File: src/design/http_request_header_parser_core_assert.svh
// Assertion macros used by the parser core RTL.
`ifndef HTTP_REQUEST_HEADER_PARSER_CORE_ASSERT_SVH
`define HTTP_REQUEST_HEADER_PARSER_CORE_ASSERT_SVH

// Same-cycle implication, checked outside reset.
`define HRHP_ASSERT_IMP(label, clk, rst_n, ante, cons) \
    label: assert property (@(posedge clk) disable iff (!rst_n) (ante) |-> (cons)) \
        else $error("parser assertion failed");

// Next-cycle implication, checked outside reset.
`define HRHP_ASSERT_NXT(label, clk, rst_n, ante, cons) \
    label: assert property (@(posedge clk) disable iff (!rst_n) (ante) |=> (cons)) \
        else $error("parser assertion failed");

`endif

File: src/design/hrhp_pkg.sv
package hrhp_pkg;

    localparam int MAX_HEADERS = 32;
    localparam int LEN_W       = 24;
    localparam int HDR_CNT_W   = $clog2(MAX_HEADERS + 1);
    localparam int HNUM_W      = 5;
    localparam int NAME_LEN    = 14;

    localparam logic [LEN_W-1:0] LEN_MAX = {LEN_W{1'b1}};

    localparam logic [7:0] CH_SP    = " ";
    localparam logic [7:0] CH_TAB   = 8'h09;
    localparam logic [7:0] CH_CR    = 8'h0d;
    localparam logic [7:0] CH_LF    = 8'h0a;
    localparam logic [7:0] CH_H     = "H";
    localparam logic [7:0] CH_T     = "T";
    localparam logic [7:0] CH_P     = "P";
    localparam logic [7:0] CH_SLASH = "/";
    localparam logic [7:0] CH_DOT   = ".";
    localparam logic [7:0] CH_COLON = ":";
    localparam logic [7:0] CH_PLUS  = "+";
    localparam logic [7:0] CH_ZERO  = "0";

    typedef enum logic [1:0] {
        ST_MORE, ST_COMPLETE, ST_MALFORMED
    } t_status;

    typedef enum logic [2:0] {
        KIND_DELIM, KIND_METHOD, KIND_URI, KIND_HNAME, KIND_HVALUE, KIND_BODY
    } t_kind;

    // Content-Length value phase
    typedef enum logic [2:0] {
        LF_NONE, LF_LEAD, LF_PLUS, LF_DIGITS, LF_DONE, LF_BAD
    } t_len_phase;

    typedef enum logic [2:0] {
        LOP_NONE, LOP_NAME_FIRST, LOP_NAME_BYTE, LOP_COLON, LOP_VALUE
    } t_len_op;

    typedef struct packed {
        logic       is_token;
        logic       is_ctl;
        logic       is_dec;
        logic [3:0] digit;
        logic       is_sp;
        logic       is_tab;
        logic       is_cr;
        logic       is_lf;
        logic       is_plus;
    } t_byte_class;

    typedef struct packed {
        logic [3:0]       pos;
        logic             still;
        t_len_phase       phase;
        logic [LEN_W-1:0] acc;
    } t_len_ctx;

    function automatic logic [7:0] name_char(input logic [3:0] pos);
        case (pos)
            4'd0:    return "C";
            4'd1:    return "o";
            4'd2:    return "n";
            4'd3:    return "t";
            4'd4:    return "e";
            4'd5:    return "n";
            4'd6:    return "t";
            4'd7:    return "-";
            4'd8:    return "L";
            4'd9:    return "e";
            4'd10:   return "n";
            4'd11:   return "g";
            4'd12:   return "t";
            4'd13:   return "h";
            default: return 8'h00;
        endcase
    endfunction

    function automatic logic [LEN_W-1:0] dec_acc_len(input logic [LEN_W-1:0] acc,
                                                     input logic [3:0] d);
        logic [LEN_W+3:0] v;
        v = ({4'b0, acc} << 3) + ({4'b0, acc} << 1) + (LEN_W+4)'(d);
        return (v > (LEN_W+4)'(LEN_MAX)) ? LEN_MAX : v[LEN_W-1:0];
    endfunction

    function automatic logic [7:0] dec_acc_ver(input logic [7:0] acc, input logic [3:0] d);
        logic [11:0] v;
        v = ({4'b0, acc} << 3) + ({4'b0, acc} << 1) + 12'(d);
        return (v > 12'd255) ? 8'd255 : v[7:0];
    endfunction

    function automatic logic [LEN_W-1:0] eff_length(input t_len_ctx c);
        return (c.phase == LF_DIGITS || c.phase == LF_DONE) ? c.acc : '0;
    endfunction

endpackage

File: src/design/hrhp_if.sv
interface hrhp_in_if;
    logic       valid;
    logic       ready;
    logic [7:0] data_byte;
    logic       restart;

    modport source(output valid, output data_byte, output restart, input ready);
    modport sink(input valid, input data_byte, input restart, output ready);
endinterface

interface hrhp_out_if;
    logic                     valid;
    logic                     ready;
    logic [1:0]               status;
    logic [2:0]               byte_kind;
    logic [7:0]               byte_out;
    logic [4:0]               header_number;
    logic [7:0]               version_major;
    logic [7:0]               version_minor;
    logic [hrhp_pkg::LEN_W-1:0] body_length;

    modport source(output valid, output status, output byte_kind, output byte_out,
                   output header_number, output version_major, output version_minor,
                   output body_length, input ready);
    modport sink(input valid, input status, input byte_kind, input byte_out,
                 input header_number, input version_major, input version_minor,
                 input body_length, output ready);
endinterface

File: src/design/http_request_header_parser_core.sv
// A byte goes into the input register, its result into the result register, held
// while the output stalls. Throughput: one byte per cycle unless the output stalls;
// the parser update (state, name match, decimal accumulate) is combinational between
// them. Reset: i_rst_n is synchronous, active low; it empties both stages and returns
// the parser to method start. A restart byte returns it there before it is parsed.
`include "http_request_header_parser_core_assert.svh"

module http_request_header_parser_core (
    input  logic            i_clk,
    input  logic            i_rst_n,
    hrhp_in_if.sink         i_in,
    hrhp_out_if.source      o_out
);
    typedef enum logic [4:0] {
        S_METHOD_START, S_METHOD, S_URI, S_VH, S_VT1, S_VT2, S_VP, S_VSLASH,
        S_MAJ_START, S_MAJ, S_MIN_START, S_MIN, S_NL1, S_LINE_START, S_LWS,
        S_NAME, S_SP_VALUE, S_VALUE, S_NL2, S_NL3, S_BODY
    } t_state;

    // input stage
    logic                           r_in_vld;
    logic [7:0]                     r_in_byte;
    logic                           r_in_restart;

    // parser state
    t_state                         r_state, c_state, n_state;
    logic                           r_hdr_seen, c_hdr_seen, n_hdr_seen;
    logic [hrhp_pkg::HDR_CNT_W-1:0] r_hdr_cnt, c_hdr_cnt, n_hdr_cnt;
    hrhp_pkg::t_len_ctx             r_len, c_len, n_len;
    logic [hrhp_pkg::LEN_W-1:0]     r_body_cnt, c_body_cnt, n_body_cnt;
    logic [7:0]                     r_major, c_major, n_major;
    logic [7:0]                     r_minor, c_minor, n_minor;

    // result stage
    logic                           r_out_vld;
    hrhp_pkg::t_status              r_status, n_status;
    hrhp_pkg::t_kind                r_kind, n_kind;
    logic [7:0]                     r_byte_out;
    logic [4:0]                     r_hnum, n_hnum;
    logic [hrhp_pkg::LEN_W-1:0]     r_length;

    logic                           w_step;
    logic                           w_bad;
    hrhp_pkg::t_len_op              w_len_op;
    hrhp_pkg::t_byte_class          w_cls;
    logic [hrhp_pkg::HDR_CNT_W-1:0] w_hdr_dec;

    assign w_step   = r_in_vld && (!r_out_vld || o_out.ready);
    assign i_in.ready = !r_in_vld || w_step;

    // restart applies before the byte is judged
    always_comb begin
        if (r_in_restart) begin
            c_state    = S_METHOD_START;
            c_hdr_seen = 1'b0;
            c_hdr_cnt  = '0;
            c_len      = '{pos: 4'd0, still: 1'b0, phase: hrhp_pkg::LF_NONE, acc: '0};
            c_body_cnt = '0;
            c_major    = '0;
            c_minor    = '0;
        end else begin
            c_state    = r_state;
            c_hdr_seen = r_hdr_seen;
            c_hdr_cnt  = r_hdr_cnt;
            c_len      = r_len;
            c_body_cnt = r_body_cnt;
            c_major    = r_major;
            c_minor    = r_minor;
        end
    end

    hrhp_class u_class (
        .i_byte (r_in_byte),
        .o_cls  (w_cls)
    );

    hrhp_len_track u_len (
        .i_op   (w_len_op),
        .i_byte (r_in_byte),
        .i_cls  (w_cls),
        .i_ctx  (c_len),
        .o_ctx  (n_len)
    );

    always_comb begin
        n_state    = c_state;
        n_hdr_seen = c_hdr_seen;
        n_hdr_cnt  = c_hdr_cnt;
        n_body_cnt = c_body_cnt;
        n_major    = c_major;
        n_minor    = c_minor;
        n_status   = hrhp_pkg::ST_MORE;
        n_kind     = hrhp_pkg::KIND_DELIM;
        w_len_op   = hrhp_pkg::LOP_NONE;
        w_bad      = 1'b0;
        case (c_state)
            S_METHOD_START: begin
                if (!w_cls.is_token) begin
                    w_bad = 1'b1;
                end else begin
                    n_state = S_METHOD;
                    n_kind  = hrhp_pkg::KIND_METHOD;
                end
            end
            S_METHOD: begin
                if (w_cls.is_sp) n_state = S_URI;
                else if (!w_cls.is_token) w_bad = 1'b1;
                else n_kind = hrhp_pkg::KIND_METHOD;
            end
            S_URI: begin
                if (w_cls.is_sp) n_state = S_VH;
                else if (w_cls.is_ctl) w_bad = 1'b1;
                else n_kind = hrhp_pkg::KIND_URI;
            end
            S_VH: begin
                if (r_in_byte == hrhp_pkg::CH_H) n_state = S_VT1;
                else w_bad = 1'b1;
            end
            S_VT1: begin
                if (r_in_byte == hrhp_pkg::CH_T) n_state = S_VT2;
                else w_bad = 1'b1;
            end
            S_VT2: begin
                if (r_in_byte == hrhp_pkg::CH_T) n_state = S_VP;
                else w_bad = 1'b1;
            end
            S_VP: begin
                if (r_in_byte == hrhp_pkg::CH_P) n_state = S_VSLASH;
                else w_bad = 1'b1;
            end
            S_VSLASH: begin
                if (r_in_byte == hrhp_pkg::CH_SLASH) begin
                    n_major = '0;
                    n_minor = '0;
                    n_state = S_MAJ_START;
                end else begin
                    w_bad = 1'b1;
                end
            end
            S_MAJ_START: begin
                if (w_cls.is_dec) begin
                    n_major = hrhp_pkg::dec_acc_ver(c_major, w_cls.digit);
                    n_state = S_MAJ;
                end else begin
                    w_bad = 1'b1;
                end
            end
            S_MAJ: begin
                if (r_in_byte == hrhp_pkg::CH_DOT) n_state = S_MIN_START;
                else if (w_cls.is_dec) n_major = hrhp_pkg::dec_acc_ver(c_major, w_cls.digit);
                else w_bad = 1'b1;
            end
            S_MIN_START: begin
                if (w_cls.is_dec) begin
                    n_minor = hrhp_pkg::dec_acc_ver(c_minor, w_cls.digit);
                    n_state = S_MIN;
                end else begin
                    w_bad = 1'b1;
                end
            end
            S_MIN: begin
                if (w_cls.is_cr) n_state = S_NL1;
                else if (w_cls.is_dec) n_minor = hrhp_pkg::dec_acc_ver(c_minor, w_cls.digit);
                else w_bad = 1'b1;
            end
            S_NL1: begin
                if (w_cls.is_lf) n_state = S_LINE_START;
                else w_bad = 1'b1;
            end
            S_LINE_START: begin
                if (w_cls.is_cr) begin
                    n_state = S_NL3;
                end else if (c_hdr_seen && (w_cls.is_sp || w_cls.is_tab)) begin
                    n_state = S_LWS;
                end else if (!w_cls.is_token ||
                             c_hdr_cnt >= hrhp_pkg::HDR_CNT_W'(hrhp_pkg::MAX_HEADERS)) begin
                    w_bad = 1'b1;
                end else begin
                    n_hdr_cnt  = c_hdr_cnt + 1'b1;
                    n_hdr_seen = 1'b1;
                    w_len_op   = hrhp_pkg::LOP_NAME_FIRST;
                    n_state    = S_NAME;
                    n_kind     = hrhp_pkg::KIND_HNAME;
                end
            end
            S_LWS: begin
                if (w_cls.is_cr) begin
                    n_state = S_NL2;
                end else if (w_cls.is_sp || w_cls.is_tab) begin
                    n_state = S_LWS;
                end else if (w_cls.is_ctl) begin
                    w_bad = 1'b1;
                end else begin
                    w_len_op = hrhp_pkg::LOP_VALUE;
                    n_state  = S_VALUE;
                    n_kind   = hrhp_pkg::KIND_HVALUE;
                end
            end
            S_NAME: begin
                if (r_in_byte == hrhp_pkg::CH_COLON) begin
                    w_len_op = hrhp_pkg::LOP_COLON;
                    n_state  = S_SP_VALUE;
                end else if (!w_cls.is_token) begin
                    w_bad = 1'b1;
                end else begin
                    w_len_op = hrhp_pkg::LOP_NAME_BYTE;
                    n_kind   = hrhp_pkg::KIND_HNAME;
                end
            end
            S_SP_VALUE: begin
                if (w_cls.is_sp) n_state = S_VALUE;
                else w_bad = 1'b1;
            end
            S_VALUE: begin
                if (w_cls.is_cr) begin
                    n_state = S_NL2;
                end else if (w_cls.is_ctl) begin
                    w_bad = 1'b1;
                end else begin
                    w_len_op = hrhp_pkg::LOP_VALUE;
                    n_kind   = hrhp_pkg::KIND_HVALUE;
                end
            end
            S_NL2: begin
                if (w_cls.is_lf) n_state = S_LINE_START;
                else w_bad = 1'b1;
            end
            S_NL3: begin
                // an unfinished or invalid Content-Length rejects the blank line
                if (!w_cls.is_lf || c_len.phase == hrhp_pkg::LF_LEAD ||
                    c_len.phase == hrhp_pkg::LF_PLUS || c_len.phase == hrhp_pkg::LF_BAD) begin
                    w_bad = 1'b1;
                end else begin
                    n_state = S_BODY;
                    if (hrhp_pkg::eff_length(c_len) == '0) n_status = hrhp_pkg::ST_COMPLETE;
                end
            end
            S_BODY: begin
                if (c_body_cnt != hrhp_pkg::LEN_MAX) n_body_cnt = c_body_cnt + 1'b1;
                n_kind = hrhp_pkg::KIND_BODY;
                if (n_body_cnt >= hrhp_pkg::eff_length(c_len)) n_status = hrhp_pkg::ST_COMPLETE;
            end
            default: w_bad = 1'b1;
        endcase

        // a malformed byte leaves the state as it was after any restart
        if (w_bad) begin
            n_state    = c_state;
            n_hdr_seen = c_hdr_seen;
            n_hdr_cnt  = c_hdr_cnt;
            n_body_cnt = c_body_cnt;
            n_major    = c_major;
            n_minor    = c_minor;
            n_status   = hrhp_pkg::ST_MALFORMED;
            n_kind     = hrhp_pkg::KIND_DELIM;
        end
    end

    assign w_hdr_dec = n_hdr_cnt - 1'b1;

    always_comb begin
        if ((n_kind == hrhp_pkg::KIND_HNAME || n_kind == hrhp_pkg::KIND_HVALUE) &&
            n_hdr_cnt != '0) begin
            n_hnum = hrhp_pkg::HNUM_W'(w_hdr_dec);
        end else begin
            n_hnum = '0;
        end
    end

    always_ff @(posedge i_clk) begin
        if (!i_rst_n) begin
            r_in_vld   <= 1'b0;
            r_out_vld  <= 1'b0;
            r_state    <= S_METHOD_START;
            r_hdr_seen <= 1'b0;
            r_hdr_cnt  <= '0;
            r_len      <= '{pos: 4'd0, still: 1'b0, phase: hrhp_pkg::LF_NONE, acc: '0};
            r_body_cnt <= '0;
            r_major    <= '0;
            r_minor    <= '0;
        end else begin
            if (i_in.ready) begin
                r_in_vld <= i_in.valid;
            end
            if (i_in.valid && i_in.ready) begin
                r_in_byte    <= i_in.data_byte;
                r_in_restart <= i_in.restart;
            end
            if (w_step) begin
                r_out_vld  <= 1'b1;
                r_state    <= n_state;
                r_hdr_seen <= n_hdr_seen;
                r_hdr_cnt  <= n_hdr_cnt;
                r_len      <= w_bad ? c_len : n_len;
                r_body_cnt <= n_body_cnt;
                r_major    <= n_major;
                r_minor    <= n_minor;
                r_status   <= n_status;
                r_kind     <= n_kind;
                r_byte_out <= r_in_byte;
                r_hnum     <= n_hnum;
                r_length   <= hrhp_pkg::eff_length(w_bad ? c_len : n_len);
            end else if (o_out.ready) begin
                r_out_vld <= 1'b0;
            end
        end
    end

    assign o_out.valid         = r_out_vld;
    assign o_out.status        = r_status;
    assign o_out.byte_kind     = r_kind;
    assign o_out.byte_out      = r_byte_out;
    assign o_out.header_number = r_hnum;
    assign o_out.version_major = r_major;
    assign o_out.version_minor = r_minor;
    assign o_out.body_length   = r_length;

    `HRHP_ASSERT_IMP(a_bad_is_delim, i_clk, i_rst_n,
        r_out_vld && r_status == hrhp_pkg::ST_MALFORMED, r_kind == hrhp_pkg::KIND_DELIM)
    `HRHP_ASSERT_NXT(a_bad_holds_state, i_clk, i_rst_n,
        w_step && w_bad && !r_in_restart, $stable(r_state) && $stable(r_hdr_cnt))
    `HRHP_ASSERT_IMP(a_hdr_cnt_max, i_clk, i_rst_n,
        r_hdr_seen || !r_hdr_seen, r_hdr_cnt <= hrhp_pkg::HDR_CNT_W'(hrhp_pkg::MAX_HEADERS))
    `HRHP_ASSERT_IMP(a_body_len_valid, i_clk, i_rst_n,
        r_state == S_BODY, r_len.phase != hrhp_pkg::LF_LEAD &&
        r_len.phase != hrhp_pkg::LF_PLUS && r_len.phase != hrhp_pkg::LF_BAD)

endmodule

File: src/design/hrhp_class.sv
module hrhp_class (
    input  logic [7:0]            i_byte,
    output hrhp_pkg::t_byte_class o_cls
);
    logic w_tsp;
    logic w_ctl;

    always_comb begin
        case (i_byte)
            "(", ")", "<", ">", "@", ",", ";", ":", "\\", "\"", "/",
            "[", "]", "?", "=", "{", "}", hrhp_pkg::CH_SP, hrhp_pkg::CH_TAB: w_tsp = 1'b1;
            default: w_tsp = 1'b0;
        endcase
    end

    assign w_ctl = (i_byte <= 8'd31) || (i_byte == 8'd127);

    always_comb begin
        o_cls.is_ctl   = w_ctl;
        o_cls.is_token = !i_byte[7] && !w_ctl && !w_tsp;
        o_cls.is_dec   = (i_byte >= hrhp_pkg::CH_ZERO) && (i_byte <= "9");
        o_cls.digit    = 4'(i_byte - hrhp_pkg::CH_ZERO);
        o_cls.is_sp    = (i_byte == hrhp_pkg::CH_SP);
        o_cls.is_tab   = (i_byte == hrhp_pkg::CH_TAB);
        o_cls.is_cr    = (i_byte == hrhp_pkg::CH_CR);
        o_cls.is_lf    = (i_byte == hrhp_pkg::CH_LF);
        o_cls.is_plus  = (i_byte == hrhp_pkg::CH_PLUS);
    end
endmodule

File: src/design/hrhp_len_track.sv
module hrhp_len_track (
    input  hrhp_pkg::t_len_op     i_op,
    input  logic [7:0]            i_byte,
    input  hrhp_pkg::t_byte_class i_cls,
    input  hrhp_pkg::t_len_ctx    i_ctx,
    output hrhp_pkg::t_len_ctx    o_ctx
);
    logic w_char_hit;

    // name matcher advances only while every byte so far matched
    assign w_char_hit = (i_ctx.pos < 4'(hrhp_pkg::NAME_LEN)) &&
                        (i_byte == hrhp_pkg::name_char(i_ctx.pos));

    always_comb begin
        o_ctx = i_ctx;
        case (i_op)
            hrhp_pkg::LOP_NAME_FIRST: begin
                o_ctx.still = (i_byte == hrhp_pkg::name_char(4'd0));
                o_ctx.pos   = o_ctx.still ? 4'd1 : 4'd0;
            end
            hrhp_pkg::LOP_NAME_BYTE: begin
                if (i_ctx.still && w_char_hit) begin
                    o_ctx.pos = i_ctx.pos + 4'd1;
                end else begin
                    o_ctx.still = 1'b0;
                end
            end
            hrhp_pkg::LOP_COLON: begin
                if (i_ctx.still && i_ctx.pos == 4'(hrhp_pkg::NAME_LEN)) begin
                    o_ctx.acc   = '0;
                    o_ctx.phase = hrhp_pkg::LF_LEAD;
                end else begin
                    o_ctx.still = 1'b0;
                end
            end
            hrhp_pkg::LOP_VALUE: begin
                if (i_ctx.still) begin
                    case (i_ctx.phase)
                        hrhp_pkg::LF_LEAD, hrhp_pkg::LF_PLUS: begin
                            if (i_ctx.phase == hrhp_pkg::LF_LEAD && i_cls.is_sp) begin
                                o_ctx.phase = hrhp_pkg::LF_LEAD;
                            end else if (i_ctx.phase == hrhp_pkg::LF_LEAD && i_cls.is_plus) begin
                                o_ctx.phase = hrhp_pkg::LF_PLUS;
                            end else if (i_cls.is_dec) begin
                                o_ctx.acc   = hrhp_pkg::LEN_W'(i_cls.digit);
                                o_ctx.phase = hrhp_pkg::LF_DIGITS;
                            end else begin
                                o_ctx.phase = hrhp_pkg::LF_BAD;
                            end
                        end
                        hrhp_pkg::LF_DIGITS: begin
                            if (i_cls.is_dec) begin
                                o_ctx.acc = hrhp_pkg::dec_acc_len(i_ctx.acc, i_cls.digit);
                            end else begin
                                o_ctx.phase = hrhp_pkg::LF_DONE;
                            end
                        end
                        default: o_ctx.phase = i_ctx.phase;
                    endcase
                end
            end
            default: o_ctx = i_ctx;
        endcase
    end
endmodule
File: src/flat_wrapper.sv
// flat-port wrapper written by rule: the top's interface ports become plain ports
module http_request_header_parser_core_flat 
  (i_clk, i_rst_n, i_in_valid, i_in_data_byte, i_in_restart, i_in_ready, o_out_valid, o_out_status, o_out_byte_kind, o_out_byte_out, o_out_header_number, o_out_version_major, o_out_version_minor, o_out_body_length, o_out_ready);
  hrhp_in_if i_in_i ();
  hrhp_out_if o_out_i ();
  input  logic i_clk;
  input  logic i_rst_n;
  input wire logic [$bits(i_in_i.valid)-1:0] i_in_valid;
  input wire logic [$bits(i_in_i.data_byte)-1:0] i_in_data_byte;
  input wire logic [$bits(i_in_i.restart)-1:0] i_in_restart;
  output wire logic [$bits(i_in_i.ready)-1:0] i_in_ready;
  output wire logic [$bits(o_out_i.valid)-1:0] o_out_valid;
  output wire logic [$bits(o_out_i.status)-1:0] o_out_status;
  output wire logic [$bits(o_out_i.byte_kind)-1:0] o_out_byte_kind;
  output wire logic [$bits(o_out_i.byte_out)-1:0] o_out_byte_out;
  output wire logic [$bits(o_out_i.header_number)-1:0] o_out_header_number;
  output wire logic [$bits(o_out_i.version_major)-1:0] o_out_version_major;
  output wire logic [$bits(o_out_i.version_minor)-1:0] o_out_version_minor;
  output wire logic [$bits(o_out_i.body_length)-1:0] o_out_body_length;
  input wire logic [$bits(o_out_i.ready)-1:0] o_out_ready;
  assign i_in_i.valid = i_in_valid;
  assign i_in_i.data_byte = i_in_data_byte;
  assign i_in_i.restart = i_in_restart;
  assign i_in_ready = i_in_i.ready;
  assign o_out_valid = o_out_i.valid;
  assign o_out_status = o_out_i.status;
  assign o_out_byte_kind = o_out_i.byte_kind;
  assign o_out_byte_out = o_out_i.byte_out;
  assign o_out_header_number = o_out_i.header_number;
  assign o_out_version_major = o_out_i.version_major;
  assign o_out_version_minor = o_out_i.version_minor;
  assign o_out_body_length = o_out_i.body_length;
  assign o_out_i.ready = o_out_ready;
  http_request_header_parser_core u_core (.i_clk(i_clk), .i_rst_n(i_rst_n), .i_in(i_in_i), .o_out(o_out_i));
endmodule
File: config.mk
export PLATFORM = sky130hd
export DESIGN_NAME = http_request_header_parser_core_flat
export DESIGN_NICKNAME = d
export VERILOG_FILES = /design/src/design/hrhp_pkg.sv /design/src/design/hrhp_if.sv /design/src/design/http_request_header_parser_core.sv /design/src/design/hrhp_class.sv /design/src/design/hrhp_len_track.sv /design/src/flat_wrapper.sv
export VERILOG_INCLUDE_DIRS = /design/src /design/src/design
export SDC_FILE = /design/constraint.sdc
export NUM_CORES = 1
export LEC_CHECK = 0
export BUFFER_PORTS_ARGS = -buffer_cell sky130_fd_sc_hd__buf_2
export CELL_PAD_IN_SITES_DETAIL_PLACEMENT = 0
export CELL_PAD_IN_SITES_GLOBAL_PLACEMENT = 1
export CORE_UTILIZATION = 35
export CTS_CLUSTER_DIAMETER = 150
export DETAILED_ROUTE_END_ITERATION = 10
export PLACE_DENSITY_LB_ADDON = 0.1
export SLEW_MARGIN = 25
export SYNTH_ARGS = -nofsm -noshare
export SYNTH_HDL_FRONTEND = slang
export SYNTH_HIERARCHICAL = 1
export SYNTH_SLANG_ARGS = --single-unit
export TNS_END_PERCENT = 100
File: constraint.sdc
create_clock -name i_clk -period 6.5 [get_ports i_clk]
set_clock_uncertainty 0.2 [all_clocks]
set_input_delay 0.325 -clock i_clk [delete_from_list [all_inputs] [get_ports i_clk]]
set_output_delay 0.325 -clock i_clk [all_outputs]
set_load 0.005 [all_outputs]
# After elaboration in Yosys (flattened, before gate mapping)
# Memories as Yosys holds them, arrays and structs flattened.
# Index checks and enable logic that the tools add are counted.
# op_classes
n_mux,130
n_addsub,11
reduce_logical,41
eq_ne,64
n_lt_le_gt_ge,9
# op_table
operator,count
24-bit 2-to-1 mux,11
5-bit 2-to-1 mux,25
8-bit by 6-bit == test with 1-bit output (second input constant),14
8-bit 2-to-1 mux,12
5-bit one-hot mux with 19 select lines,1
8-bit by 7-bit == test with 1-bit output (second input constant),11
32-bit 2-to-1 mux,2
27-bit 2-to-1 mux,2
27-bit one-hot mux with 2 select lines,1
3-bit 2-to-1 mux,17
24-bit one-hot mux with 2 select lines,1
8-bit one-hot mux with 3 select lines,2
5-bit by 4-bit == test with 1-bit output (second input constant),8
1-bit 2-to-1 mux,37
6-bit 2-to-1 mux,6
27-bit by 25-bit adder with 28-bit output,1
28-bit by 4-bit adder with 28-bit output,1
28-bit by 24-bit > comparator with 1-bit output (second input constant),1
5-bit == test (second input constant),5
11-bit by 9-bit adder with 12-bit output,2
12-bit by 4-bit adder with 12-bit output,2
24-bit by 1-bit adder with 24-bit output (second input constant),1
8-bit by 4-bit == test with 1-bit output (second input constant),3
24-bit >= comparator,1
38 further kinds,88
# word_totals
elab_cells,275
memories,1
romBits,112
output_inout_bits,60
in_bits,13
regBits,137
# memory_table
name,depth,word_bits,rd,rd_clocked_by_memory_dff,write_ports,line,source
(name not given),16,7,1,0,0,hrhp_pkg.sv:61,case (pos)

# Depth between registers and ports, before layout
# Gate-level depths: netlist of the first run.
# logic_depth
ltp_word,16
mapped_depth,24
depth_no_buf,17

# Hierarchy
# The synthesis of the first run kept the hierarchy.
# modules_own_cells
mod,seq_area_each_um2,area_per_inst_um2,instances,cells_per_inst
http_request_header_parser_core,3253.1,9384.0,1,1100
hrhp_len_track,0.0,2922.8,1,422
hrhp_class,0.0,366.6,1,55

# Worst setup path after synthesis of the first run
# OpenSTA, ideal clock, no wires.
# synth_timing
path_type,reg2reg
start,register u_core.r_in_restart
end,register u_core.r_major[3] (netlist: u_core/o_out.version_major[3])
path_slack_ps,1537
n_path_buf,8
path_stages_with_launch,20
arrival_ps,4631
synth_period_minus_slack_ps,4963
t_required_ps,6169
setup_time_ps,131
cell_sequence,edfxtp_1 buf_4 buf_4 buf_6 buf_2 clkbuf_1 buf_2 clkbuf_1 clkbuf_1 nor2b_1 ha_1 ha_1 fa_1 a21o_1 a221o_1 a2111oi_0 o21bai_1 a221o_1 nor4_1 o41ai_2
# synth_between
elab_chain_len,9
elab_cells_between_ends,52
# synth_rtl
item,line,source
from (decl),http_request_header_parser_core.sv:23,logic r_in_restart;
from (signal assigned),http_request_header_parser_core.sv:287,r_in_restart <= i_in.restart;
8-bit 2-to-1 mux,http_request_header_parser_core.sv:53,if (r_in_restart) begin
11-bit by 9-bit adder with 12-bit output,hrhp_pkg.sv:89,"v = ({4'b0, acc} << 3) + ({4'b0, acc} << 1) + 12'(d);"
12-bit by 4-bit adder with 12-bit output,hrhp_pkg.sv:89,
12-bit by 8-bit > comparator with 1-bit output,hrhp_pkg.sv:90,return (v > 12'd255) ? 8'd255 : v[7:0];
8-bit 2-to-1 mux,hrhp_pkg.sv:90,
8-bit 2-to-1 mux,"http_request_header_parser_core.sv:141, http_request_header_parser_core.sv:150",
8-bit 2-to-1 mux,http_request_header_parser_core.sv:149,if (r_in_byte == hrhp_pkg::CH_DOT) n_state = S_MIN_START;
8-bit one-hot mux with 3 select lines,http_request_header_parser_core.sv:96,case (c_state)
8-bit 2-to-1 mux (*),http_request_header_parser_core.sv:247,if (w_bad) begin
to (signal assigned),http_request_header_parser_core.sv:296,r_major <= n_major;
to (decl),http_request_header_parser_core.sv:31,"logic [7:0] r_major, c_major, n_major;"
# Every way passes the cells marked *; elsewhere a longest branch is shown, timed or not.
# A chain may end at the register's enable or synchronous reset.

==> results.tsv, run 1 <==
metric	value	unit
status	completed	
start_util	35.6	%
io_pins	73	
cp.required	6.59	ns
fin_crit_sh	80.6	%
cts_buffer_depth	2	
antenna_found_initial	0	
avgViaCountPerCell	5.88	
p_sw	0.000580	W
hold_path.class	input pin to flip-flop	
syn_area_per_cell	8.04	um^2
setup_viol	0	
total_power	0.00204	W
worstPathMaxFanout	24	
power_frac_seq	45.0	%
synth.cell_area	0.0127	mm^2
synth_nets	1704	
cts.sinks	137	
synth-seq-cells	137	
critPathTopFamily	compound AO/OA/AOI/OAI gates	
syn_inst	1577	
grt_start_max_net_pins	93	
cts_max_level	4	
report.final.slew_viol_count	0	
rsz0062_at_grt	no	
ys_warn_count	6	
cts_buffers	17	
intPower	0.00146	W
fin_nets	1746	
drive_gt1_share	12.6	%
cts_tree	built	
drv_cap	0	
cp-end-kind	flip-flop	
port-buffer-count	72	
max-slew-margin-rel	34.4	%
chipHeight	192	um
max-vdd-ir-drop	182	uV
wirelength	42500	um
globalRouteTotalUtil	23.2	%
synth_edf_count	51	
combPwrFrac	6.7	%
tightest_slew	0.983	ns
drt_pass1_iterations	7	
n_antenna_cell	0	
path_cells	buf_4 -> nor2b_1 -> fa_1 -> fa_1 -> a211oi_1 -> o21ai_0 -> a21oi_1 -> o2111ai_1 -> a31oi_1 -> xor2_1 -> nand4_2 -> buf_4 -> a211oi_2 -> nor3_1 -> nand2_1 -> a21oi_1	
place_inst	2051	
worstSetupPathType	flip-flop to flip-flop	
p_leak	5.38	nW
dp_hpwl	30400	um
slowest_delay	0.65	ns
clock-root-buffer	clkbuf_16	
grt_pass1_vias	11800	
die_w	192	um
fmax	191	MHz
crit_path_start_kind	flip-flop	
drt_iter0_markers	929	
cp_num_buf_inv	2	
seq_area_frac_synth	25.7	%
routabilityCongestion	0.907	
fin_util	39.6	%
cts_repair_resize_count	0	
post_drt_wl_per_cell	20.3	um
drc	0	
grt_pass1_wl	67100	um
synth-async-reset-ratio	0	%
cts.clk_slew.worst_paths	0.07	ns
layout_commonest_cell	nand2_1	
die_area	0.0370	mm^2
layout-area-overhead-vs-synth	11.2	%
final_hold_viol_count	0	
coreArea	0.0356	mm^2
crit_arrival	5.32	ns
swShare	28.5	%
drtAntennaViolNets	0	
num_vias	12300	
instances_no_fill	2093	
ys_types	110	
min_period	5.24	ns
grt_overflow_total	0	
fin_tns_setup	0	ns
layout_common_cells	nand2_1 (193), nor2_1 (124), a21oi_1 (116), ha_1 (110), o21ai_0 (89)	
powerDensity	145	mW/mm^2
synth_flop_cell	dfxtp_1	
worstSkewPairLatency	0.44	ns
nFillCells	3681	
slowest_stage	edfxtp_1	
row_count	69	
clkPwrFrac	48.3	%
## final cells by class
type	instances	area, um^2	share of cell area [%]
flip-flops and latches	137	3250	23.1
repair buffers	119	751	5.33
clock inverters	15	154	1.09
clock buffers	17	425	3.02
inverters	36	138	0.977
well taps	461	577	4.09
multi-input cells	1308	8790	62.4
## worst register-to-register path, delay by kind of cell (launching register included)
family	cells	cell delay, ns
adder cells (fa/ha/maj)	2	1.09
XOR/XNOR	1	0.10
flip-flops	1	0.65
buffers and inverters	2	0.67
AO/OA/AOI/OAI	7	1.31
AND/OR/NAND/NOR	4	1.07
## flip-flops by register name, summed over array words and instances, names as in the netlist
register and flops:
u_core/r_in_vld 1, u_core/r_in_byte 8, u_core/r_hdr_cnt 6, u_core/o_out.byte_kind 3, u_core/r_len 32, u_core/o_out.version_minor 8, u_core/o_out.header_number 5, u_core/o_out.status 2
u_core/o_out.byte_out 8, u_core/r_state 5, u_core/r_hdr_seen 1, u_core/o_out.valid 1, u_core/o_out.body_length 24, u_core/r_body_cnt 24, u_core/r_in_restart 1, u_core/o_out.version_major 8
## worst paths after layout
check,cells after the start,endpoint,from,slack (ns)
hold / removal,3,u_core/o_out.valid,o_out_ready,0.04
hold reg to reg,2,u_core/o_out.version_minor[5],u_core/o_out.version_minor[5],0.28
setup / recovery,16,u_core/o_out.body_length[9],u_core/r_in_restart,1.26
setup reg to reg,16,u_core/o_out.body_length[9],u_core/r_in_restart,1.26
## cells in the mapped netlist, drive strengths merged (13+ instances only)
library cell / count / share of area (%)
nand2: 194 / 5.8
nor2: 125 / 3.7
a21oi: 118 / 4.8
ha: 110 / 11
o21ai: 105 / 4.2
dfxtp: 86 / 14
nor2b: 74 / 3.7
buf: 55 / 2.9
edfxtp: 51 / 12
nor3: 51 / 2.2
nand3: 48 / 1.9
clkbuf: 41 / 1.2
xnor2: 38 / 2.6
inv: 36 / 1.1
a32o: 34 / 2.7
a211oi: 31 / 2.2
nand4: 29 / 1.5
nand2b: 24 / 1.2
xor2: 23 / 1.6
nor4: 20 / 1.2
a21o: 19 / 1.1
o211ai: 18 / 1.1
o22ai: 18 / 0.89
a31oi: 16 / 0.79
and3: 14 / 0.73
a22oi: 13 / 0.77
nor3b: 13 / 0.98
## cells by family (layout without fill, tap and decap cells)
| kind of cell | after synthesis | after routing | share of synthesized area [%] |
|---|---|---|---|
| buffers and inverters | 132 | 187 | 5.17 |
| flip-flops | 137 | 137 | 25.7 |
| multiplexers | 8 | 8 | 0.701 |
| AND/OR/NAND/NOR | 657 | 657 | 27.2 |
| adder cells (fa/ha/maj) | 114 | 114 | 11.5 |
| XOR/XNOR | 61 | 61 | 4.22 |
| AO/OA/AOI/OAI | 468 | 468 | 25.5 |
## repair_timing
action / CTS / global route
endpoints found under the hold margin: 10 / 0
hold buffers: 10 / 0
buffers inserted: 0 / 0
## power groups by stage
stage	logic (W)	clock network (W)	registers, W
CTS	0.000136	0.00101	0.000917
global placement	0.000131	0	0.000936
finish	0.000136	0.000983	0.000916
floorplan	0.0000852	0	0.000931
global route	0.000148	0.00104	0.000918
detailed placement	0.000131	0	0.000936
## metal layers
metal | global-route usage [%] | wire length, um
met5 | 0 | 0
met4 | 5.42 | 649
met3 | 2.73 | 1700
met2 | 37.7 | 19400
met1 | 32.4 | 20700
## metrics by stage
| step | worst slack, ns | instance area [um^2] | hold WS, ns |
|---|---|---|---|
| floorplan | 1.54 | 12700 | 0.224 |
| global placement | 1.39 | 13400 | 0.269 |
| detailed placement | 1.30 | 13400 | 0.269 |
| CTS | 1.27 | 14100 | 0.0209 |
| global route | 0.878 | 14100 | 0.0486 |
| finish | 1.26 | 14100 | 0.0382 |
(Power assumes the default switching activity.)
==> run 2, diff against run 1 <==
clock period = 5.4 ns   (was 6.5 ns; I/O delays follow)
==> run 2 against run 1 <==
Effect of this change:
- final cell count up 1.7%
- flip-flop and latch count stayed put
- combinational power up 29%
- highest routed layer unchanged
- setup slack lost 0.56 ns
- via count grew 0.30%
- worst hold slack better by 0.25 ns
- first-iteration DRC count increased by 6.0%
- cell area up 1.8%
- total power is 20% higher
- sequential power increased by 20%
- non-clock buffer count grew 34
- register-to-register slack worse by 0.56 ns
==> results.tsv, run 2 (same netlist as run 1, synthesis figures left out) <==
metric	value	unit	change
report.final.slew_viol_count	0		unchanged
port-buffer-count	72		unchanged
drive_gt1_share	14.2	%	+1.5 points
antenna_found_initial	0		unchanged
worstSetupPathType	flip-flop to flip-flop		
die_w	192	um	unchanged
grt_start_max_net_pins	94		+1.1%
cts.sinks	137		unchanged
grt_pass1_vias	11700		-0.75%
grt_pass1_wl	68100	um	+1.4%
num_vias	12400		+0.30%
drtAntennaViolNets	0		unchanged
largest_reg_flops	32		unchanged
crit_arrival	4.69	ns	-0.63 ns
r2r_start	u_core/r_in_restart		
layout_common_cells	nand2_1 (193), nor2_1 (124), a21oi_1 (116), ha_1 (110), o21ai_0 (89)		
worstPathMaxFanout	93		+290%
cp-end-kind	flip-flop		
coreArea	0.0356	mm^2	unchanged
hold_path.class	flip-flop to flip-flop		
max-slew-margin-rel	36.8	%	+2.4 points
avgViaCountPerCell	5.80		-1.3%
cts.clk_slew.worst_paths	0.07	ns	about the same
layout-area-overhead-vs-synth	13.2	%	
setup_viol	0		unchanged
status	completed		
row_count	69		unchanged
r2r_slack	0.70	ns	-0.56 ns
die_area	0.0370	mm^2	unchanged
crit_path_start_kind	flip-flop		
io_pins	73		unchanged
post_drt_wl_per_cell	20.2	um	-0.33%
min_period	4.70	ns	-0.538 ns
drc	0		unchanged
cts_max_level	4		unchanged
powerDensity	170	mW/mm^2	+18%
grt_overflow_total	0		unchanged
cts_buffer_depth	2		unchanged
drt_iter0_markers	985		+6.0%
fmax	213	MHz	+11%
drt_pass1_iterations	5		-2
clock-root-buffer	clkbuf_16		
tightest_slew	0.925	ns	-0.0588 ns
rsz0062_at_grt	no		
dp_hpwl	31300	um	+3.0%
worstSkewPairLatency	0.44	ns	about the same
routabilityCongestion	0.911		+0.43%
chipHeight	192	um	unchanged
cts_tree	built		
drv_cap	0		unchanged
cts_setup_buffers	0		unchanged
nFillCells	3645		-0.98%
layout_commonest_cell	nand2_1		
pre_cts_ws	0.739	ns	-0.563 ns
p_leak	5.55	nW	+3.3%
wirelength	43000	um	+1.3%
cts_buffers	17		unchanged
final_hold_viol_count	0		unchanged
max-vdd-ir-drop	226	uV	+24%
start_util	35.6	%	unchanged
fin_crit_sh	87.0	%	+6.5 points
max_flop_register	u_core/r_len		
fin_tns_setup	0	ns	unchanged
worst_slack	0.702	ns	-0.562 ns
cp.required	5.39	ns	-1.20 ns
hold_start	u_core/r_len[15]		
crit_start	u_core/r_in_restart		
globalRouteTotalUtil	23.7	%	+0.53 points
fin_nets	1780		+1.9%
==> run 2: changes by cell type in the layout (fill, tap and decap cells not counted), moves of 2 or more <==
cell / delta
buf_4: +31
clkinv_2: +6
inv_6: -5
inv_8: -3
clkbuf_1: +2
clkinv_4: -2
clkinv_8: -2
dlygate4sd3_1: +2
inv_4: +2
==> run 2: what timing repair did <==
| action | in CTS | in global routing |
|---|---|---|
| hold buffers | 12 | 0 |
| hold endpoints to repair | 14 | 0 |
| endpoints found under the setup margin | 0 | 0 |
| gates resized for setup | 0 | 0 |
==> run 2: final timing paths <==
| path | to | cells past startpoint |
|---|---|---|
| setup / recovery | u_core/o_out.status[0] | 18 |
| hold / removal | u_core/r_len[15] | 1 |
| setup reg to reg | u_core/o_out.status[0] | 18 |
| hold reg to reg | u_core/r_len[15] | 1 |
==> run 2: power breakdown <==
| group | leakage (nW) | internal (W) | switching [W] |
|---|---|---|---|
| sequential | 1.12 | 0.00109 | 0.0000115 |
| clock | 0.279 | 0.000659 | 0.000508 |
| combinational | 4.15 | 0.0000547 | 0.000120 |
| total | 5.55 | 0.00180 | 0.000640 |
==> run 2: critical path, stage by stage (launching register included) <==
cell,delay [ns]
edfxtp_1,0.43
buf_12,0.25
nor2b_1,0.25
ha_1,0.21
nand2_1,0.07
or3_1,0.35
o31ai_1,0.59
nor2_1,0.32
nand4_1,0.23
xnor2_1,0.15
nor2_1,0.08
ha_1,0.33
nand2_1,0.09
o211ai_1,0.10
o211ai_1,0.10
a21oi_1,0.10
a211o_1,0.26
a21oi_1,0.16
a21oi_1,0.10
==> run 2: cell type report <==
cell class / count / area, um^2 / share of cell area (%)
Multi-Input combinational cell: 1308 / 8790 / 61.3
Sequential cell: 137 / 3250 / 22.7
Timing Repair Buffer: 153 / 1020 / 7.13
Tap cell: 461 / 577 / 4.02
Clock buffer: 20 / 458 / 3.19
Inverter: 36 / 140 / 0.977
Clock inverter: 12 / 100 / 0.698
Antenna cell: 1 / 2.50 / 0.0174
==> run 2: routing by layer <==
layer | global-route usage (%) | vias up | routed length, um
met5 | 0 | - | 0
met4 | 5.66 | 0 | 580
met3 | 3.33 | 36 | 1950
met2 | 36.8 | 356 | 19100
met1 | 34.3 | 5897 | 21400
li1 | - | 6063 | -
==> run 2: through the flow <==
step	power [W]	std cells	util (%)	hold WS, ns	instance area [um^2]
2_1_floorplan	0.00122	1577	-	0.169	12700
3_3_place_gp	0.00129	2083	38.4	0.259	13700
3_5_place_dp	0.00129	2083	38.4	0.249	13700
4_1_cts	0.00247	2127	40.3	0.291	14300
5_1_grt	0.00253	2127	40.3	0.308	14300
6_report	0.00244	2128	40.3	0.289	14300
==> run 3, diff against run 2 <==
GPL_TIMING_DRIVEN = 0   (was not set)
==> run 3 against run 2 <==
Effect of this change:
- global-route usage is 2.0 points higher
- die area stayed put
- first-iteration DRC count increased by 19%
- critical endpoint is now u_core/o_out.body_length[18]
- setup slack got worse by 0.55 ns
- highest routed layer unchanged
- core utilization is 1.4 points higher
- largest cell class unchanged
- sequential share of layout area down 0.74 points
- largest power group unchanged
- sequential power about the same
==> results.tsv, run 3 (same netlist as run 1, synthesis figures left out) <==
metric	value	unit	change
crit_arrival	5.23	ns	+0.54 ns
layout_common_cells	nand2_1 (192), nor2_1 (121), a21oi_1 (114), ha_1 (109), buf_2 (99)		
die_area	0.0370	mm^2	unchanged
drt_iter0_markers	1170		+19%
whs	0.287	ns	-0.00127 ns
layout_commonest_cell	nand2_1		
cp.required	5.38	ns	about the same
drive_gt1_share	16.8	%	+2.7 points
routabilityCongestion	0.906		-0.53%
place_inst	2113		+1.4%
r2r_start	u_core/r_in_restart		
grt_start_max_net_pins	29		-69%
combPwrFrac	7.7	%	+0.5 points
dp_hpwl	35900	um	+15%
cts_tree	built		
hold_path.class	flip-flop to flip-flop		
swShare	24.6	%	-1.6 points
final_hold_viol_count	0		unchanged
tightest_slew	1.05	ns	+0.127 ns
reg2reg_to	u_core/o_out.body_length[18]		
crit_path_end	u_core/o_out.body_length[18]		
cp-end-kind	flip-flop		
setup_viol	0		unchanged
grt_overflow_total	0		unchanged
worstSkewPairLatency	0.45	ns	about the same
intPower	0.00196	W	+9.2%
worstSetupPathType	flip-flop to flip-flop		
slowest_delay	0.43	ns	-0.16 ns
fin_nets	1819		+2.2%
io_pins	73		unchanged
path_common_cell	buf_6		
fmax	191	MHz	-10%
path_cells	buf_4 -> buf_4 -> buf_6 -> buf_6 -> clkbuf_4 -> nor2b_2 -> ha_1 -> ha_1 -> nand2_1 -> nor2_1 -> nor4_1 -> a21oi_2 -> a311oi_2 -> mux2i_2 -> nand4_4 -> buf_6 -> a211oi_1 -> nor3_1 -> nand2_1 -> a21oi_1		
power_frac_seq	42.1	%	-2.9 points
wirelength	46800	um	+8.8%
status	completed		
start_util	35.6	%	unchanged
globalRouteTotalUtil	25.7	%	+2.0 points
max-vdd-ir-drop	231	uV	+2.3%
worstPathMaxFanout	10		-89%
cts.clk_slew.worst_paths	0.06	ns	about the same
post_drt_wl_per_cell	21.6	um	+6.9%
clock-root-buffer	clkbuf_16		
powerDensity	176	mW/mm^2	+3.4%
grt_pass1_vias	12000		+2.4%
coreArea	0.0356	mm^2	unchanged
cts.sinks	137		unchanged
cts_buffer_depth	2		unchanged
drc	0		unchanged
largest_reg_flops	32		unchanged
port-buffer-count	72		unchanged
grt_pass1_wl	72000	um	+5.7%
report.final.slew_viol_count	0		unchanged
min_period	5.25	ns	+0.547 ns
crit_start	u_core/r_in_restart		
slowest_stage	nor2b_2		
cts_max_level	4		unchanged
antenna_found_initial	0		unchanged
row_count	69		unchanged
n_antenna_cell	0		-1
clkPwrFrac	50.2	%	+2.4 points
instances_no_fill	2166		+1.8%
r2r_slack	0.15	ns	-0.55 ns
fin_crit_sh	97.1	%	+10 points
rr_worst_depth	20		+2
chipHeight	192	um	unchanged
avgViaCountPerCell	5.85		+0.83%
max-slew-margin-rel	29.9	%	-6.9 points
die_w	192	um	unchanged
num_vias	12700		+2.6%
p_sw	0.000642	W	+0.36%
p_leak	5.65	nW	+1.7%
drtAntennaViolNets	0		unchanged
layout-area-overhead-vs-synth	17.0	%	
drv_cap	0		unchanged
max_flop_register	u_core/r_len		
cts_buffers	17		unchanged
drt_pass1_iterations	5		unchanged
crit_path_start_kind	flip-flop		
## run 3: critical path: cells and delay by family, from the launching register on
family	cells	cell delay, ns
simple gates	7	1.38
compound gates	4	0.73
buf+inv	6	1.26
flops	1	0.37
fa+ha+maj	2	0.70
mux	1	0.32
## run 3: worst min-delay path by stage
stage | from | to | slack, ns | cells after the start
6_report | u_core/r_len[31] | u_core/r_len[31] | 0.29 | 1
3_3_place_gp | i_in_data_byte[7] | u_core/r_in_byte[7] | 0.25 | 1
4_1_cts | u_core/r_len[31] | u_core/r_len[31] | 0.29 | 1
2_1_floorplan | i_in_data_byte[0] | u_core/r_in_byte[0] | 0.17 | 0
5_1_grt | u_core/r_len[31] | u_core/r_len[31] | 0.30 | 1
3_5_place_dp | i_in_data_byte[7] | u_core/r_in_byte[7] | 0.25 | 1
## run 3: what timing repair did
action,CTS,global route
resized for setup,57,38
endpoints found under the setup margin,73,68
hold buffers,12,0
hold endpoints to repair,11,0
pin swaps,1,1
buffers inserted,5,5
## run 3: layout make-up
cell class              count  area (um^2)
inverters                  36          138
multi-input cells        1308         9060
repair buffers             97          586
clock buffers              22          507
fillers                  3743        20700
clock inverters            10          149
plain buffers              95          566
flip-flops and latches    137         3250
well taps                 461          577
## run 3: routing by layer
layer / part of all wire, % / GRT usage [%]
met3: 5.6 / 4.40
met5: 0 / 0
met4: 1.6 / 6.69
met1: 48 / 35.7
met2: 45 / 40.8
## run 3: power by group through the flow
stage / logic (W) / registers [W] / clock network (W)
floorplan: 0.000103 / 0.00112 / 0
global placement: 0.000178 / 0.00112 / 0
detailed placement: 0.000180 / 0.00112 / 0
CTS: 0.000195 / 0.00110 / 0.00134
global route: 0.000215 / 0.00110 / 0.00138
finish: 0.000200 / 0.00110 / 0.00131
## run 3: per-stage QoR
step                utilization [%]  total power, W  setup slack [ns]  cell area (um^2)  setup TNS [ns]
finish                         41.7         0.00261             0.154             14800               0
global route                   41.7         0.00269          -0.00348             14800        -0.00348
CTS                            41.2         0.00263            0.0214             14700               0
detailed placement             38.4         0.00130             -1.40             13700          -59.97
global placement               38.3         0.00130             -1.34             13600          -70.13
floorplan                         -         0.00122             0.437             12700               0
